$ cat config.mk
export PLATFORM = sky130hd
export DESIGN_NAME = joystick_event_generator_core
export DESIGN_NICKNAME = d
export VERILOG_FILES = /design/src/rtl/jeg_pkg.sv /design/src/rtl/jeg_front.sv /design/src/rtl/jeg_fifo.sv /design/src/rtl/jeg_back.sv /design/src/rtl/joystick_event_generator_core.sv
export VERILOG_INCLUDE_DIRS = /design/src /design/src/rtl
export SDC_FILE = /design/constraint.sdc
export NUM_CORES = 1
export LEC_CHECK = 0
export BUFFER_PORTS_ARGS = -buffer_cell sky130_fd_sc_hd__buf_2
export CORE_ASPECT_RATIO = 0.8
export CORE_UTILIZATION = 55
export CTS_CLUSTER_SIZE = 25
export DETAILED_ROUTE_END_ITERATION = 12
export PLACE_DENSITY = 0.74
export RECOVER_POWER = 100
export SYNTH_ARGS = -nofsm -noshare
export SYNTH_HDL_FRONTEND = slang
export SYNTH_HIERARCHICAL = 1
export SYNTH_SLANG_ARGS = --single-unit
$ cat constraint.sdc
create_clock -name aclk -period 14.89 [get_ports aclk]
set_input_delay 1.489 -clock aclk [delete_from_list [all_inputs] [get_ports aclk]]
set_output_delay 1.489 -clock aclk [all_outputs]
set_load 0.01 [all_outputs]
$ cat src/rtl/joystick_event_generator_core_macros.svh
// Assertion macros for the joystick event generator core.
// Needs nothing else; included by files that carry concurrent assertions.
`ifndef JOYSTICK_EVENT_GENERATOR_CORE_MACROS_SVH
`define JOYSTICK_EVENT_GENERATOR_CORE_MACROS_SVH

// Same-cycle implication, disabled while reset is held.
`define JEG_ASSERT_NOW(name, clk, rst_n, ante, cons, msg) \
    name: assert property (@(posedge clk) disable iff (!(rst_n)) (ante) |-> (cons)) \
        else $error(msg);

// Next-cycle implication, disabled while reset is held.
`define JEG_ASSERT_NEXT(name, clk, rst_n, ante, cons, msg) \
    name: assert property (@(posedge clk) disable iff (!(rst_n)) (ante) |=> (cons)) \
        else $error(msg);

`endif

$ cat src/rtl/jeg_pkg.sv
// Shared types and constants of the joystick event generator.
// No dependencies; imported by every module of the block.
`timescale 1ns / 1ps

package jeg_pkg;

    localparam int AXIS_W     = 16;
    localparam int DZ_W       = 13;
    localparam int BUTTON_W   = 16;
    localparam int BTN_IDX_W  = 4;
    localparam int CFG_IDX_W  = 2;
    localparam int CFG_DATA_W = 16;
    localparam int JOB_Q_DEPTH = 2;
    localparam int JOB_Q_PTR_W = $clog2(JOB_Q_DEPTH);

    localparam logic [AXIS_W-1:0] HAT_CENTERED   = 16'hFFFF;
    localparam logic [DZ_W-1:0]   DEAD_ZONE_RST  = 13'd512;
    localparam logic [AXIS_W-1:0] CENTER_RST     = 16'd8191;

    localparam logic [CFG_IDX_W-1:0] REG_DEAD_ZONE = 2'd0;
    localparam logic [CFG_IDX_W-1:0] REG_CENTER    = 2'd1;

    typedef enum logic [1:0] {
        EV_CONN   = 2'd0,
        EV_POS    = 2'd1,
        EV_HAT    = 2'd2,
        EV_BUTTON = 2'd3
    } ev_kind_t;

    typedef struct packed {
        logic [DZ_W-1:0]   dead_zone;
        logic [AXIS_W-1:0] center;
    } cfg_t;

    // One poll's worth of pending events, as handed from front to back.
    typedef struct packed {
        logic                conn;
        logic                conn_val;
        logic                pos;
        logic                moving;
        logic [AXIS_W-1:0]   x;
        logic [AXIS_W-1:0]   y;
        logic [AXIS_W-1:0]   z;
        logic                hat;
        logic                hat_act;
        logic [BUTTON_W-1:0] btn_mask;
        logic [BUTTON_W-1:0] btn_new;
    } job_t;

    typedef struct packed {
        ev_kind_t             kind;
        logic                 connected;
        logic                 moving;
        logic [AXIS_W-1:0]    x;
        logic [AXIS_W-1:0]    y;
        logic [AXIS_W-1:0]    z;
        logic                 hat_active;
        logic [BTN_IDX_W-1:0] button_index;
        logic                 button_pressed;
        logic                 last;
    } event_t;

endpackage

$ cat src/rtl/jeg_front.sv
// Front end: accepts polls, compares them with the held device state and
// queues a request of pending events. Depends on jeg_pkg.
`timescale 1ns / 1ps

module jeg_front #(
    parameter int BUTTON_COUNT = 16
) (
    input  logic                         aclk,
    input  logic                         aresetn,
    input  jeg_pkg::cfg_t                cfg,
    input  logic                         s_valid,
    output logic                         s_ready,
    input  logic                         s_read_ok,
    input  logic [jeg_pkg::AXIS_W-1:0]   s_x_pos,
    input  logic [jeg_pkg::AXIS_W-1:0]   s_y_pos,
    input  logic [jeg_pkg::AXIS_W-1:0]   s_z_pos,
    input  logic [jeg_pkg::AXIS_W-1:0]   s_hat_value,
    input  logic [jeg_pkg::BUTTON_W-1:0] s_button_bits,
    input  logic                         q_full,
    output logic                         q_push,
    output jeg_pkg::job_t                q_job
);
    import jeg_pkg::*;

    localparam int BTN_EXAM = (BUTTON_COUNT < BUTTON_W) ? BUTTON_COUNT : BUTTON_W;

    logic                link_reg, link_next;
    logic                move_reg, move_next;
    logic [AXIS_W-1:0]   held_x_reg, held_x_next;
    logic [AXIS_W-1:0]   held_y_reg, held_y_next;
    logic [AXIS_W-1:0]   held_z_reg, held_z_next;
    logic [AXIS_W-1:0]   prev_hat_reg, prev_hat_next;
    logic [BUTTON_W-1:0] prev_btn_reg, prev_btn_next;
    logic [BUTTON_W-1:0] exam_mask;
    logic                accept, xm, ym;
    job_t                job;

    function automatic logic axis_moves(input logic [AXIS_W-1:0] v,
                                        input logic [AXIS_W-1:0] c,
                                        input logic [DZ_W-1:0]   dz);
        logic [AXIS_W-1:0] d;
        d = (v >= c) ? (v - c) : (c - v);
        return d > {{(AXIS_W-DZ_W){1'b0}}, dz};
    endfunction

    always_comb begin
        for (int i = 0; i < BUTTON_W; i++) begin
            exam_mask[i] = (i < BTN_EXAM);
        end
    end

    assign s_ready = !q_full;
    assign accept  = s_valid && s_ready;
    assign xm      = axis_moves(s_x_pos, cfg.center, cfg.dead_zone);
    assign ym      = axis_moves(s_y_pos, cfg.center, cfg.dead_zone);

    always_comb begin
        link_next     = link_reg;
        move_next     = move_reg;
        held_x_next   = held_x_reg;
        held_y_next   = held_y_reg;
        held_z_next   = held_z_reg;
        prev_hat_next = prev_hat_reg;
        prev_btn_next = prev_btn_reg;
        job           = '0;
        if (accept) begin
            if (!s_read_ok) begin
                if (link_reg) begin
                    link_next    = 1'b0;
                    job.conn     = 1'b1;
                    job.conn_val = 1'b0;
                end
            end else begin
                if (!link_reg) begin
                    link_next    = 1'b1;
                    job.conn     = 1'b1;
                    job.conn_val = 1'b1;
                end
                if (xm || ym) begin
                    move_next   = 1'b1;
                    held_x_next = xm ? s_x_pos : cfg.center;
                    held_y_next = ym ? s_y_pos : cfg.center;
                    held_z_next = s_z_pos;
                    job.pos     = 1'b1;
                    job.moving  = 1'b1;
                    job.x       = held_x_next;
                    job.y       = held_y_next;
                    job.z       = held_z_next;
                end else if (move_reg) begin
                    // report the stop at the last held position
                    move_next  = 1'b0;
                    job.pos    = 1'b1;
                    job.moving = 1'b0;
                    job.x      = held_x_reg;
                    job.y      = held_y_reg;
                    job.z      = held_z_reg;
                end
                if (s_hat_value != prev_hat_reg) begin
                    job.hat       = 1'b1;
                    job.hat_act   = (s_hat_value != HAT_CENTERED);
                    prev_hat_next = s_hat_value;
                end
                job.btn_mask  = (prev_btn_reg ^ s_button_bits) & exam_mask;
                job.btn_new   = s_button_bits;
                prev_btn_next = s_button_bits;
            end
        end
    end

    // drop polls that cause no event
    assign q_push = accept && (job.conn || job.pos || job.hat || (|job.btn_mask));
    assign q_job  = job;

    always_ff @(posedge aclk) begin
        if (!aresetn) begin
            link_reg     <= 1'b0;
            move_reg     <= 1'b0;
            held_x_reg   <= '0;
            held_y_reg   <= '0;
            held_z_reg   <= '0;
            prev_hat_reg <= HAT_CENTERED;
            prev_btn_reg <= '0;
        end else begin
            link_reg     <= link_next;
            move_reg     <= move_next;
            held_x_reg   <= held_x_next;
            held_y_reg   <= held_y_next;
            held_z_reg   <= held_z_next;
            prev_hat_reg <= prev_hat_next;
            prev_btn_reg <= prev_btn_next;
        end
    end

endmodule

$ cat src/rtl/jeg_fifo.sv
// Short request queue between the front and back ends.
// Depends on jeg_pkg for the request type and depth.
`timescale 1ns / 1ps

module jeg_fifo (
    input  logic          aclk,
    input  logic          aresetn,
    input  logic          push,
    input  jeg_pkg::job_t push_job,
    input  logic          pop,
    output jeg_pkg::job_t pop_job,
    output logic          full,
    output logic          empty
);
    import jeg_pkg::*;

    localparam logic [JOB_Q_PTR_W:0] DEPTH_CNT = (JOB_Q_PTR_W+1)'(JOB_Q_DEPTH);
    localparam logic [JOB_Q_PTR_W-1:0] LAST_PTR = JOB_Q_PTR_W'(JOB_Q_DEPTH - 1);

    job_t                   entry_reg [JOB_Q_DEPTH];
    logic [JOB_Q_PTR_W-1:0] wr_ptr_reg, wr_ptr_next;
    logic [JOB_Q_PTR_W-1:0] rd_ptr_reg, rd_ptr_next;
    logic [JOB_Q_PTR_W:0]   count_reg, count_next;
    logic                   do_push, do_pop;

    assign full    = (count_reg == DEPTH_CNT);
    assign empty   = (count_reg == '0);
    assign do_push = push && !full;
    assign do_pop  = pop && !empty;
    assign pop_job = entry_reg[rd_ptr_reg];

    always_comb begin
        wr_ptr_next = wr_ptr_reg;
        rd_ptr_next = rd_ptr_reg;
        count_next  = count_reg;
        if (do_push) begin
            wr_ptr_next = (wr_ptr_reg == LAST_PTR) ? '0 : wr_ptr_reg + 1'b1;
        end
        if (do_pop) begin
            rd_ptr_next = (rd_ptr_reg == LAST_PTR) ? '0 : rd_ptr_reg + 1'b1;
        end
        if (do_push && !do_pop) begin
            count_next = count_reg + 1'b1;
        end else if (do_pop && !do_push) begin
            count_next = count_reg - 1'b1;
        end
    end

    always_ff @(posedge aclk) begin
        if (do_push) begin
            entry_reg[wr_ptr_reg] <= push_job;
        end
    end

    always_ff @(posedge aclk) begin
        if (!aresetn) begin
            wr_ptr_reg <= '0;
            rd_ptr_reg <= '0;
            count_reg  <= '0;
        end else begin
            wr_ptr_reg <= wr_ptr_next;
            rd_ptr_reg <= rd_ptr_next;
            count_reg  <= count_next;
        end
    end

endmodule

$ cat src/rtl/jeg_back.sv
// Back end: takes one queued request at a time and serializes its events
// into the output register, one per cycle while m_ready holds. Depends on jeg_pkg.
`timescale 1ns / 1ps

module jeg_back (
    input  logic             aclk,
    input  logic             aresetn,
    input  logic             q_empty,
    input  jeg_pkg::job_t    q_job,
    output logic             q_pop,
    output logic             m_valid,
    input  logic             m_ready,
    output jeg_pkg::event_t  m_event
);
    import jeg_pkg::*;

    job_t                 job_reg, job_next;
    logic                 job_valid_reg, job_valid_next;
    event_t               ev_reg, ev_next;
    logic                 out_valid_reg, out_valid_next;
    logic                 emit;
    logic [BTN_IDX_W-1:0] low_idx;
    logic [BUTTON_W-1:0]  mask_rest;
    job_t                 rest;

    // lowest pending button edge
    always_comb begin
        low_idx = '0;
        for (int i = BUTTON_W - 1; i >= 0; i--) begin
            if (job_reg.btn_mask[i]) begin
                low_idx = BTN_IDX_W'(i);
            end
        end
    end

    assign mask_rest = job_reg.btn_mask & (job_reg.btn_mask - 1'b1);
    assign emit      = job_valid_reg && (!out_valid_reg || m_ready);
    assign q_pop     = !job_valid_reg && !q_empty;

    always_comb begin
        ev_next        = ev_reg;
        out_valid_next = out_valid_reg;
        job_next       = job_reg;
        job_valid_next = job_valid_reg;
        rest           = job_reg;

        if (out_valid_reg && m_ready) begin
            out_valid_next = 1'b0;
        end

        if (q_pop) begin
            job_next       = q_job;
            job_valid_next = 1'b1;
        end else if (emit) begin
            ev_next = '0;
            if (job_reg.conn) begin
                ev_next.kind      = EV_CONN;
                ev_next.connected = job_reg.conn_val;
                rest.conn         = 1'b0;
            end else if (job_reg.pos) begin
                ev_next.kind   = EV_POS;
                ev_next.moving = job_reg.moving;
                ev_next.x      = job_reg.x;
                ev_next.y      = job_reg.y;
                ev_next.z      = job_reg.z;
                rest.pos       = 1'b0;
            end else if (job_reg.hat) begin
                ev_next.kind       = EV_HAT;
                ev_next.hat_active = job_reg.hat_act;
                rest.hat           = 1'b0;
            end else begin
                ev_next.kind           = EV_BUTTON;
                ev_next.button_index   = low_idx;
                ev_next.button_pressed = job_reg.btn_new[low_idx];
                rest.btn_mask          = mask_rest;
            end
            ev_next.last   = !(rest.conn || rest.pos || rest.hat || (|rest.btn_mask));
            out_valid_next = 1'b1;
            job_next       = rest;
            job_valid_next = !ev_next.last;
        end
    end

    assign m_valid = out_valid_reg;
    assign m_event = ev_reg;

    always_ff @(posedge aclk) begin
        job_reg <= job_next;
        ev_reg  <= ev_next;
    end

    always_ff @(posedge aclk) begin
        if (!aresetn) begin
            job_valid_reg <= 1'b0;
            out_valid_reg <= 1'b0;
        end else begin
            job_valid_reg <= job_valid_next;
            out_valid_reg <= out_valid_next;
        end
    end

endmodule

$ cat src/rtl/joystick_event_generator_core.sv
// Joystick event generator: one poll in, up to 19 events out, one event per cycle while m_ready holds.
// The first event passes through the request queue, then the back end's request register, then the output register.
// The back end takes a new request only once the last event of the one it holds is emitted;
// the two-entry request queue lets the front take polls while events drain.
// Reset: synchronous, active low; link down, hat centered, buttons released,
// dead zone 512, center 8191, queue empty.
`timescale 1ns / 1ps

module joystick_event_generator_core #(
    parameter int BUTTON_COUNT = 16
) (
    input  logic                           aclk,
    input  logic                           aresetn,
    input  logic                           cfg_valid,
    output logic                           cfg_ready,
    input  logic [jeg_pkg::CFG_IDX_W-1:0]  cfg_index,
    input  logic [jeg_pkg::CFG_DATA_W-1:0] cfg_data,
    input  logic                           s_valid,
    output logic                           s_ready,
    input  logic                           s_read_ok,
    input  logic [jeg_pkg::AXIS_W-1:0]     s_x_pos,
    input  logic [jeg_pkg::AXIS_W-1:0]     s_y_pos,
    input  logic [jeg_pkg::AXIS_W-1:0]     s_z_pos,
    input  logic [jeg_pkg::AXIS_W-1:0]     s_hat_value,
    input  logic [jeg_pkg::BUTTON_W-1:0]   s_button_bits,
    output logic                           m_valid,
    input  logic                           m_ready,
    output logic [1:0]                     m_event_kind,
    output logic                           m_connected,
    output logic                           m_moving,
    output logic [jeg_pkg::AXIS_W-1:0]     m_x_out,
    output logic [jeg_pkg::AXIS_W-1:0]     m_y_out,
    output logic [jeg_pkg::AXIS_W-1:0]     m_z_out,
    output logic                           m_hat_active,
    output logic [jeg_pkg::BTN_IDX_W-1:0]  m_button_index,
    output logic                           m_button_pressed,
    output logic                           m_last_of_run
);
    import jeg_pkg::*;

    `include "joystick_event_generator_core_macros.svh"

    localparam int BTN_EXAM = (BUTTON_COUNT < BUTTON_W) ? BUTTON_COUNT : BUTTON_W;

    cfg_t   cfg_reg, cfg_next;
    logic   q_push, q_pop, q_full, q_empty;
    job_t   push_job, pop_job;
    event_t ev;

    assign cfg_ready = 1'b1;

    always_comb begin
        cfg_next = cfg_reg;
        if (cfg_valid && cfg_ready) begin
            unique case (cfg_index)
                REG_DEAD_ZONE: cfg_next.dead_zone = cfg_data[DZ_W-1:0];
                REG_CENTER:    cfg_next.center    = cfg_data[AXIS_W-1:0];
                default:       cfg_next           = cfg_reg;
            endcase
        end
    end

    always_ff @(posedge aclk) begin
        if (!aresetn) begin
            cfg_reg.dead_zone <= DEAD_ZONE_RST;
            cfg_reg.center    <= CENTER_RST;
        end else begin
            cfg_reg <= cfg_next;
        end
    end

    jeg_front #(
        .BUTTON_COUNT(BUTTON_COUNT)
    ) u_front (
        .aclk         (aclk),
        .aresetn      (aresetn),
        .cfg          (cfg_reg),
        .s_valid      (s_valid),
        .s_ready      (s_ready),
        .s_read_ok    (s_read_ok),
        .s_x_pos      (s_x_pos),
        .s_y_pos      (s_y_pos),
        .s_z_pos      (s_z_pos),
        .s_hat_value  (s_hat_value),
        .s_button_bits(s_button_bits),
        .q_full       (q_full),
        .q_push       (q_push),
        .q_job        (push_job)
    );

    jeg_fifo u_fifo (
        .aclk    (aclk),
        .aresetn (aresetn),
        .push    (q_push),
        .push_job(push_job),
        .pop     (q_pop),
        .pop_job (pop_job),
        .full    (q_full),
        .empty   (q_empty)
    );

    jeg_back u_back (
        .aclk   (aclk),
        .aresetn(aresetn),
        .q_empty(q_empty),
        .q_job  (pop_job),
        .q_pop  (q_pop),
        .m_valid(m_valid),
        .m_ready(m_ready),
        .m_event(ev)
    );

    assign m_event_kind     = ev.kind;
    assign m_connected      = ev.connected;
    assign m_moving         = ev.moving;
    assign m_x_out          = ev.x;
    assign m_y_out          = ev.y;
    assign m_z_out          = ev.z;
    assign m_hat_active     = ev.hat_active;
    assign m_button_index   = ev.button_index;
    assign m_button_pressed = ev.button_pressed;
    assign m_last_of_run    = ev.last;

    `JEG_ASSERT_NOW(a_button_fields_clear, aclk, aresetn,
        m_valid && (m_event_kind == EV_BUTTON),
        (m_x_out == '0) && (m_y_out == '0) && (m_z_out == '0) && !m_connected,
        "button event carries position or link fields")
    `JEG_ASSERT_NOW(a_button_index_range, aclk, aresetn,
        m_valid && (m_event_kind == EV_BUTTON),
        {1'b0, m_button_index} < (BTN_IDX_W+1)'(BTN_EXAM),
        "button event index beyond examined buttons")
    `JEG_ASSERT_NEXT(a_run_streams, aclk, aresetn,
        m_valid && m_ready && !m_last_of_run,
        m_valid,
        "event run broken before its last event")
    `JEG_ASSERT_NOW(a_push_has_room, aclk, aresetn,
        q_push,
        !q_full,
        "request pushed into a full queue")

endmodule

Yosys cells after proc, flatten, opt, wreduce, memory -nomap -nowiden
Memories as Yosys holds them, arrays and structs flattened. A register that Yosys moved wholly into a read port is not among the register bits.
Index checks and enable logic that the tools add are counted.
Widths: inputs -> output; s select.
{"block": "op_classes", "n_addsub": 9, "magnitude_cmp": 5, "eq_ne": 4, "mux": 63, "n_bitwise": 5, "n_reduce_logical": 40}
{"op": "$mux 86", "count": 3}
{"op": "$mux 16", "count": 9}
{"op": "$mux 50", "count": 2}
{"op": "$mux 84", "count": 1}
{"op": "$mux 4", "count": 16}
{"op": "$sub 16x16->16", "count": 4}
{"op": "$ge 16x16->1", "count": 2}
{"op": "$gt 16x13->1", "count": 2}
{"op": "$reduce_or 16->1", "count": 2}
{"op": "$mux 1", "count": 25}
{"op": "$and 16x16->16", "count": 1}
{"op": "$ne 16x16->1", "count": 1}
{"op": "$ne 16x16->1 const B", "count": 1}
{"op": "$sub 16x1->16 const B", "count": 1}
{"op": "$xor 16x16->16", "count": 1}
{"op": "$mux 2", "count": 6}
{"op": "$logic_and 1x1->1", "count": 9}
{"op": "$logic_or 1x1->1", "count": 8}
{"op": "$reduce_and 2->1", "count": 4}
{"op": "$logic_not 1->1", "count": 7}
{"op": "$reduce_and 3->1", "count": 2}
{"op": "$reduce_or 3->1", "count": 2}
{"op": "$lt 4x5->1 const B", "count": 1}
{"op": "$bmux 1 s4", "count": 1}
{"op": "9 further kinds", "count": 15}
{"block": "word_totals", "ff_bits": 262, "ramBits": 172, "inputBits": 104, "output_inout_bits": 62, "elab_cells": 163, "n_memories": 1}
{"memory": "u_fifo.entry_reg", "words": 2, "width": 86, "read_ports": 1, "rd_ports_with_merged_regs": 1, "write_ports": 1, "line_no": "jeg_fifo.sv:20", "rtl": "job_t entry_reg [JOB_Q_DEPTH];"}

Depth between registers and ports, before layout
Gate-level depths: netlist of run 1.
{"block": "logic_depth", "word_depth": 18, "mapped_depth": 31, "mapped_depth_nobuf": 29}

By module
The synthesis of run 1 kept the hierarchy.
{"module": "jeg_front", "instances": 1, "cells_each": 1116, "area_per_inst_um2": 8837.2, "seq_area_each_um2": 1641.6}
{"module": "jeg_fifo", "instances": 1, "cells_each": 293, "area_per_inst_um2": 6598.8, "seq_area_each_um2": 5265.0}
{"module": "jeg_back", "instances": 1, "cells_each": 451, "area_per_inst_um2": 6227.2, "seq_area_each_um2": 4394.2}
{"module": "joystick_event_generator_core", "instances": 1, "cells_each": 130, "area_per_inst_um2": 1293.7, "seq_area_each_um2": 580.6}

Worst setup path after synthesis of run 1
Ideal clock, no wire load.
{"block": "synth_timing", "kind": "input port to flip-flop", "from": "in s_y_pos[0] (netlist name)", "to": "mem u_fifo/entry_reg[0][0] (netlist name), enable pin", "setup_ps": 516, "arrival_time_ps": 8851, "required_time_ps": 14374, "path_slack_ps": 5523, "path_stages": 23, "path_buffers": 2, "cell_sequence": "inv_1 -> ha_1 -> inv_1 -> fa_1 -> a21o_1 -> a21oi_1 -> a311o_1 -> o21ai_2 -> buf_6 -> and2_1 -> a221o_1 -> a221o_1 -> xor2_1 -> ha_1 -> nand4_1 -> o311ai_0 -> o221ai_1 -> and3_1 -> buf_2 -> a31oi_1 -> or3_1 -> inv_1 -> nor3_2"}
{"item": "from (decl)", "line_no": "joystick_event_generator_core.sv:22", "rtl": "input logic [jeg_pkg::AXIS_W-1:0] s_y_pos,"}
{"item": "to (decl)", "line_no": "jeg_fifo.sv:20"}

==> flow_summary.ini, run 1 <==
[pwr]
p_int_mw = 2.84
leakage_nw = 9.39
clkPwrFrac = 0.251
sequentialPowerShare = 0.469
switchingPower_mw = 1.33
peakVddDrop_mv = 0.0930
power_density_nw_per_um2 = 168
finalPower_mw = 4.17
p_comb_frac = 0.280
switching_share = 0.319

[routing]
drtIter0Drc = 1390
ant_nets = 0
wl_per_cell_um = 20.7
route.met3.wl_um = 3840
routed_via_density = 5.91
wl_met2_um = 23800
drt_pass1_iterations = 7
drc = 0
dr_total_vias = 15800
drt_wl_total_um = 55200
highest_layer = met5
drt-met1-wl_um = 26000

[worst_setup_path]
critPathKind = primary input to register
crit_fanout = 55
r2r_slack_ns = 4.63
cp.required_ns = 15.10
cp.arrival_ns = 11.13
critPathCaptureType = register
r2r_cells = 20
r2r-end = u_fifo/entry_reg[1][55]$_DFFE_PP_
worstSetupStartpointType = primary input
r2r_start = cfg_reg[10]$_SDFFE_PN1P_

[finish]
largest_reg_flops = 172
nets = 2286
syn2layout_area_growth_pct = 8.22
diodes = 0
layout-drive-gt1-share = 0.134
fillCellCount = 3336

[floorplan]
fp.dieW_um = 230
core_region_area_sq_um = 40900
core.rowCount = 66
die-area_sq_um = 42600
start_util = 0.562
io_pins = 166
fp.dieH_um = 185

[sta]
skew_ns = 0.0129
hold_violations = 0
finalSetupTns_ns = 0
max_slew_margin = -2.52
setup_viol = 0
min_period_ns = 10.92
fmax_mhz = 91.6
worstMarginPinSlew_ns = 5.28
post-route-period-util = 0.733
maxSlewViolCount = 737
grt_setup_unrepaired = no

[outcome]
violations = capacitance limit, slew limit
status = finished with violations

[logic_synthesis]
synth-edff-count = 317
synth_cells = 1990
synthFlopType = edfxtp_1
async_flop_share = 0
synth.ff_latch_count = 435
post_synth.cell_area_avg_sq_um = 11.5
yosysUniqueCellTypes = 102
ys_warn_count = 6
ys_seq_area_frac = 0.518
netlist_area_sq_um = 23000
synth_nets = 2188

[clock_tree]
cts_tree = built
clock-sinks = 435
root_buffer = clkbuf_16
h-tree-depth = 2
hold_buffers = 0
path_clk_slew_ns = 0.06
cts_resized = 0
cts_setup_buffers = 0
cts_buffers = 43
insertion_delay_ns = 0.56
cts.path.max_buffers = 3

[hold_path]
hold_start = u_front/held_z_reg[11]$_SDFFE_PN0P_
hold_end = u_front/held_z_reg[11]$_SDFFE_PN0P_
hold_class = register to register
min_delay_path_depth = 2

[global_routing]
antenna_found_initial = 3
grt_pass1_wl_um = 84800
grt_pass1_vias = 14900
gr-total-overflow = 0
grt_start_max_net_pins = 118
grt_use_total = 0.258

[place]
port-buffer-count = 164
routabilityCongestion = 0.935
dp_hpwl_um = 38500

[flow_run]
cap_viol_max_count = 14
==> cells by family after synthesis <==
group | share of synthesized area
compound gates | 0.124
mux | 0.0909
flops | 0.518
buf+inv | 0.0469
fa+ha+maj | 0.0539
other cells | 0.000163
simple gates | 0.144
xor+xnor | 0.0225
==> cells in the mapped netlist, drive strengths merged, types with 14 or more instances <==
cell / number / area, sq um
a21o: 16 / 120
a21oi: 90 / 454
and2: 149 / 933
and3: 20 / 125
buf: 63 / 440
clkbuf: 61 / 230
dfxtp: 118 / 2360
edfxtp: 317 / 9520
ha: 90 / 1130
inv: 105 / 397
mux2: 91 / 1170
mux2i: 91 / 911
nand2: 167 / 629
nand3: 49 / 245
nand4: 66 / 413
nor2: 67 / 251
nor4: 14 / 139
o211ai: 53 / 453
o21a: 26 / 195
o21ai: 77 / 404
o2bb2ai: 32 / 468
xnor2: 48 / 420
==> cells in the final DEF (no fill, tap or decap), drive strengths merged, types with 8 or more instances in the layout <==
master	count
dfxtp	118
and2	149
nor3	8
and3	20
o2bb2ai	32
nor2b	13
nor4	14
o211ai	53
ha	90
nor2	67
inv	108
nand4	66
o21ai	77
mux2i	91
buf	103
nand4b	13
nand2	167
edfxtp	317
o21a	26
clkbuf	142
xor2	11
a31oi	9
mux2	91
a211oi	9
xnor2	48
nand3	49
a21o	16
a21oi	90
==> through the flow <==
stage	cells	worst slack [ns]	hold slack [ns]	utilization	cell area, sq um
final	2666	3.97	0.460	0.608	24800
after floorplan	1990	5.52	0.435	-	23000
after global routing	2666	3.47	0.473	0.608	24800
after global placement	2587	6.18	0.443	0.585	23900
after CTS	2666	6.53	0.462	0.618	25300
after detailed placement	2587	5.94	0.451	0.585	23900
==> power by group through the flow <==
stage / Combinational [mW] / Clock, mW / Sequential (mW)
after floorplan: 0.884 / 0 / 1.94
final: 1.17 / 1.05 / 1.96
after CTS: 1.19 / 1.07 / 1.95
after global routing: 1.28 / 1.11 / 2.00
after detailed placement: 1.19 / 0 / 1.97
after global placement: 1.17 / 0 / 1.95
==> worst max path at each step <==
stage,cells past startpoint,slack [ns],from,to
6_report,22,3.97,s_y_pos[13],u_fifo/entry_reg[1][55]$_DFFE_PP_
3_3_place_gp,22,6.18,s_y_pos[13],u_fifo/entry_reg[0][54]$_DFFE_PP_
5_1_grt,22,3.47,s_y_pos[13],u_fifo/entry_reg[1][55]$_DFFE_PP_
3_5_place_dp,22,5.94,s_y_pos[13],u_fifo/entry_reg[0][55]$_DFFE_PP_
2_1_floorplan,23,5.52,s_y_pos[0],u_fifo/entry_reg[0][0]$_DFFE_PP_
4_1_cts,22,6.53,s_y_pos[13],u_fifo/entry_reg[0][54]$_DFFE_PP_
==> layout make-up <==
cell class / instances / area [sq um] / share of cell area
flip-flops and latches: 435 / 11900 / 0.478
multi-input cells: 1325 / 9720 / 0.391
clock buffers: 67 / 1240 / 0.0498
repair buffers: 178 / 807 / 0.0325
well taps: 544 / 681 / 0.0274
inverters: 105 / 398 / 0.0160
clock inverters: 12 / 115 / 0.00463
==> layer usage <==
layer / track usage / up-vias
li1: - / 7494
met1: 0.387 / 7604
met2: 0.385 / 555
met3: 0.0365 / 101
met4: 0.0771 / 6
met5: 0 / -
==> worst max-delay path, stage by stage <==
cell and delay [ns]:
clkbuf_1 0.13, inv_1 0.06, ha_1 0.48, and4_1 0.35, nand2_1 0.11, o221a_2 0.26
o21ai_0 1.26, mux2i_1 0.21, a221o_1 0.40, a221o_1 0.42, xor2_1 0.17, ha_1 0.30
nor2b_1 0.13, o21ai_0 0.18, o311ai_0 0.18, o221ai_1 0.25, and3_2 0.21, clkbuf_1 2.08
a31oi_1 0.39, or3_1 0.58, and3_1 0.77, buf_4 0.64
(Power assumes the default switching activity.)
==> run 2, diff against run 1 <==
--- a/config.mk
+++ b/config.mk
@@ -11,7 +11,7 @@
 export CORE_UTILIZATION = 55
 export CTS_CLUSTER_SIZE = 25
 export DETAILED_ROUTE_END_ITERATION = 12
-export PLACE_DENSITY = 0.74
+export PLACE_DENSITY = 0.77
 export RECOVER_POWER = 100
 export SYNTH_ARGS = -nofsm -noshare
 export SYNTH_HDL_FRONTEND = slang
==> constraint.sdc (replaced) <==
create_clock -name aclk -period 9.7 [get_ports aclk]
set_input_delay 0.97 -clock aclk [delete_from_list [all_inputs] [get_ports aclk]]
set_output_delay 0.97 -clock aclk [all_outputs]
set_load 0.01 [all_outputs]
==> flow_summary.ini, run 2 (synthesis results as in run 1) <==
[routing]
ant_nets = 0
drtIter0Drc = 1350
routed_via_density = 5.91
drt_pass1_iterations = 5
dr_total_vias = 15800
drt_wl_total_um = 55700
wl_per_cell_um = 20.8
drc = 0

[global_routing]
gr-total-overflow = 0
grt_pass1_vias = 14500
antenna_found_initial = 5
grt_start_max_net_pins = 119
grt_pass1_wl_um = 85200
grt_use_total = 0.260

[flow_run]
cap_viol_max_count = 11

[place]
routabilityCongestion = 0.945
port-buffer-count = 164
dp_hpwl_um = 38900
placed_cells = 2588

[outcome]
status = finished with violations
violations = capacitance limit, slew limit

[finish]
fillCellCount = 3267
layout_common_cells = 317 x edfxtp_1, 166 x nand2_1, 117 x dfxtp_1, 103 x inv_1, 101 x buf_2
multi_input_area_sq_um = 9750
nets = 2288
syn2layout_area_growth_pct = 8.75
layout-drive-gt1-share = 0.139
register_area_sq_um = 11900
layout_commonest_cell = edfxtp_1
largest_reg_flops = 172
fin_cells = 2671

[clock_tree]
hold_buffers = 0
cts_setup_buffers = 0
cts_buffers = 44
root_buffer = clkbuf_16
cts.path.max_buffers = 3
clock-sinks = 435
h-tree-depth = 2
path_clk_slew_ns = 0.06
cts_resized = 0
cts_tree = built
insertion_delay_ns = 0.59

[hold_path]
hold_end = cfg_reg[22]$_SDFFE_PN0P_
hold_start = cfg_reg[22]$_SDFFE_PN0P_
min_delay_path_depth = 2
hold_class = register to register

[worst_setup_path]
r2r-end = u_front/held_y_reg[14]$_SDFFE_PN0P_
r2r_start = cfg_reg[1]$_SDFFE_PN1P_
cp.required_ns = 10.13
startpoint = cfg_reg[1]$_SDFFE_PN1P_
crit_fanout = 28
cp.arrival_ns = 8.33
critPathKind = register to register
critPathCaptureType = register
r2r_cells = 21
worstSetupStartpointType = register
r2r_slack_ns = 1.80

[sta]
worstMarginPinSlew_ns = 5.13
setup_viol = 0
finalSetupTns_ns = 0
maxSlewViolCount = 601
max_slew_margin = -2.42
grt_setup_unrepaired = no
min_period_ns = 7.90
skew_ns = 0.0242
post-route-period-util = 0.814
hold_violations = 0
fmax_mhz = 127

[floorplan]
io_pins = 166
core.rowCount = 66
start_util = 0.562
core_region_area_sq_um = 40900
die-area_sq_um = 42600
fp.dieW_um = 230
fp.dieH_um = 185

[pwr]
peakVddDrop_mv = 0.178
leakage_nw = 9.45
power_density_nw_per_um2 = 259
finalPower_mw = 6.46
run 2: cell types whose count changed in the layout (fill, tap and decap cells not counted), sizes merged:
cell | previous run | this run
clkbuf | 142 | 135
clkinv | 6 | 11
diode | 0 | 1
clkinvlp | 2 | 3
buf | 103 | 108
run 2: area by class of cell:
| type | instances | area share |
|---|---|---|
| Clock buffer | 64 | 0.0495 |
| Timing Repair Buffer | 179 | 0.0335 |
| Multi-Input combinational cell | 1325 | 0.391 |
| Inverter | 105 | 0.0159 |
| Sequential cell | 435 | 0.476 |
| Tap cell | 544 | 0.0273 |
| Antenna cell | 1 | 0.000100 |
| Clock inverter | 18 | 0.00702 |
run 2: power breakdown:
part	total [mW]	internal, mW	leakage [nW]	switching (mW)
Sequential	3.00	2.74	4.13	0.254
Combinational	1.81	0.712	4.63	1.10
Clock	1.65	0.925	0.681	0.722
run 2: worst max-delay path, cell delays in order, from the launching register on:
cell	delay [ns]
dfxtp_1	0.55
inv_1	0.22
fa_1	0.49
nand3_1	0.11
a31oi_1	0.13
o2111ai_1	0.20
nand2_1	0.61
a211oi_1	0.40
a31oi_1	0.15
a221oi_1	0.39
xnor2_1	0.17
ha_1	0.28
a21oi_1	0.12
o21ai_0	0.10
a22o_1	0.19
a311oi_1	0.25
a31o_2	0.17
o31ai_1	0.08
nand4b_1	0.94
o211ai_1	1.64
buf_4	0.42
o211ai_1	0.12
run 2: how the worst max path moves through the flow:
stage | endpoint | slack [ns] | depth (start not counted)
after global placement | u_fifo/entry_reg[1][12]$_DFFE_PP_ | 2.47 | 25
after global routing | u_front/held_x_reg[10]$_SDFFE_PN0P_ | 1.37 | 21
after CTS | u_fifo/entry_reg[1][26]$_DFFE_PP_ | 2.83 | 22
after floorplan | u_fifo/entry_reg[0][0]$_DFFE_PP_ | 0.85 | 23
after detailed placement | u_fifo/entry_reg[1][11]$_DFFE_PP_ | 2.33 | 23
final | u_front/held_y_reg[14]$_SDFFE_PN0P_ | 1.80 | 21
run 2: per-layer routing:
metal / wire, um / up-vias / GRT usage
met4: 1340 / 4 / 0.0779
met5: 32 / - / 0
li1: - / 7506 / -
met1: 26000 / 7583 / 0.384
met3: 4410 / 75 / 0.0503
met2: 23900 / 620 / 0.384
run 2: per-stage QoR:
step | utilization | hold slack (ns) | area, sq um | setup WS [ns]
6_report | 0.611 | 0.459 | 25000 | 1.80
4_1_cts | 0.620 | 0.460 | 25300 | 2.83
3_3_place_gp | 0.586 | 0.442 | 23900 | 2.47
5_1_grt | 0.611 | 0.473 | 25000 | 1.37
2_1_floorplan | - | 0.435 | 23000 | 0.852
3_5_place_dp | 0.586 | 0.452 | 23900 | 2.33
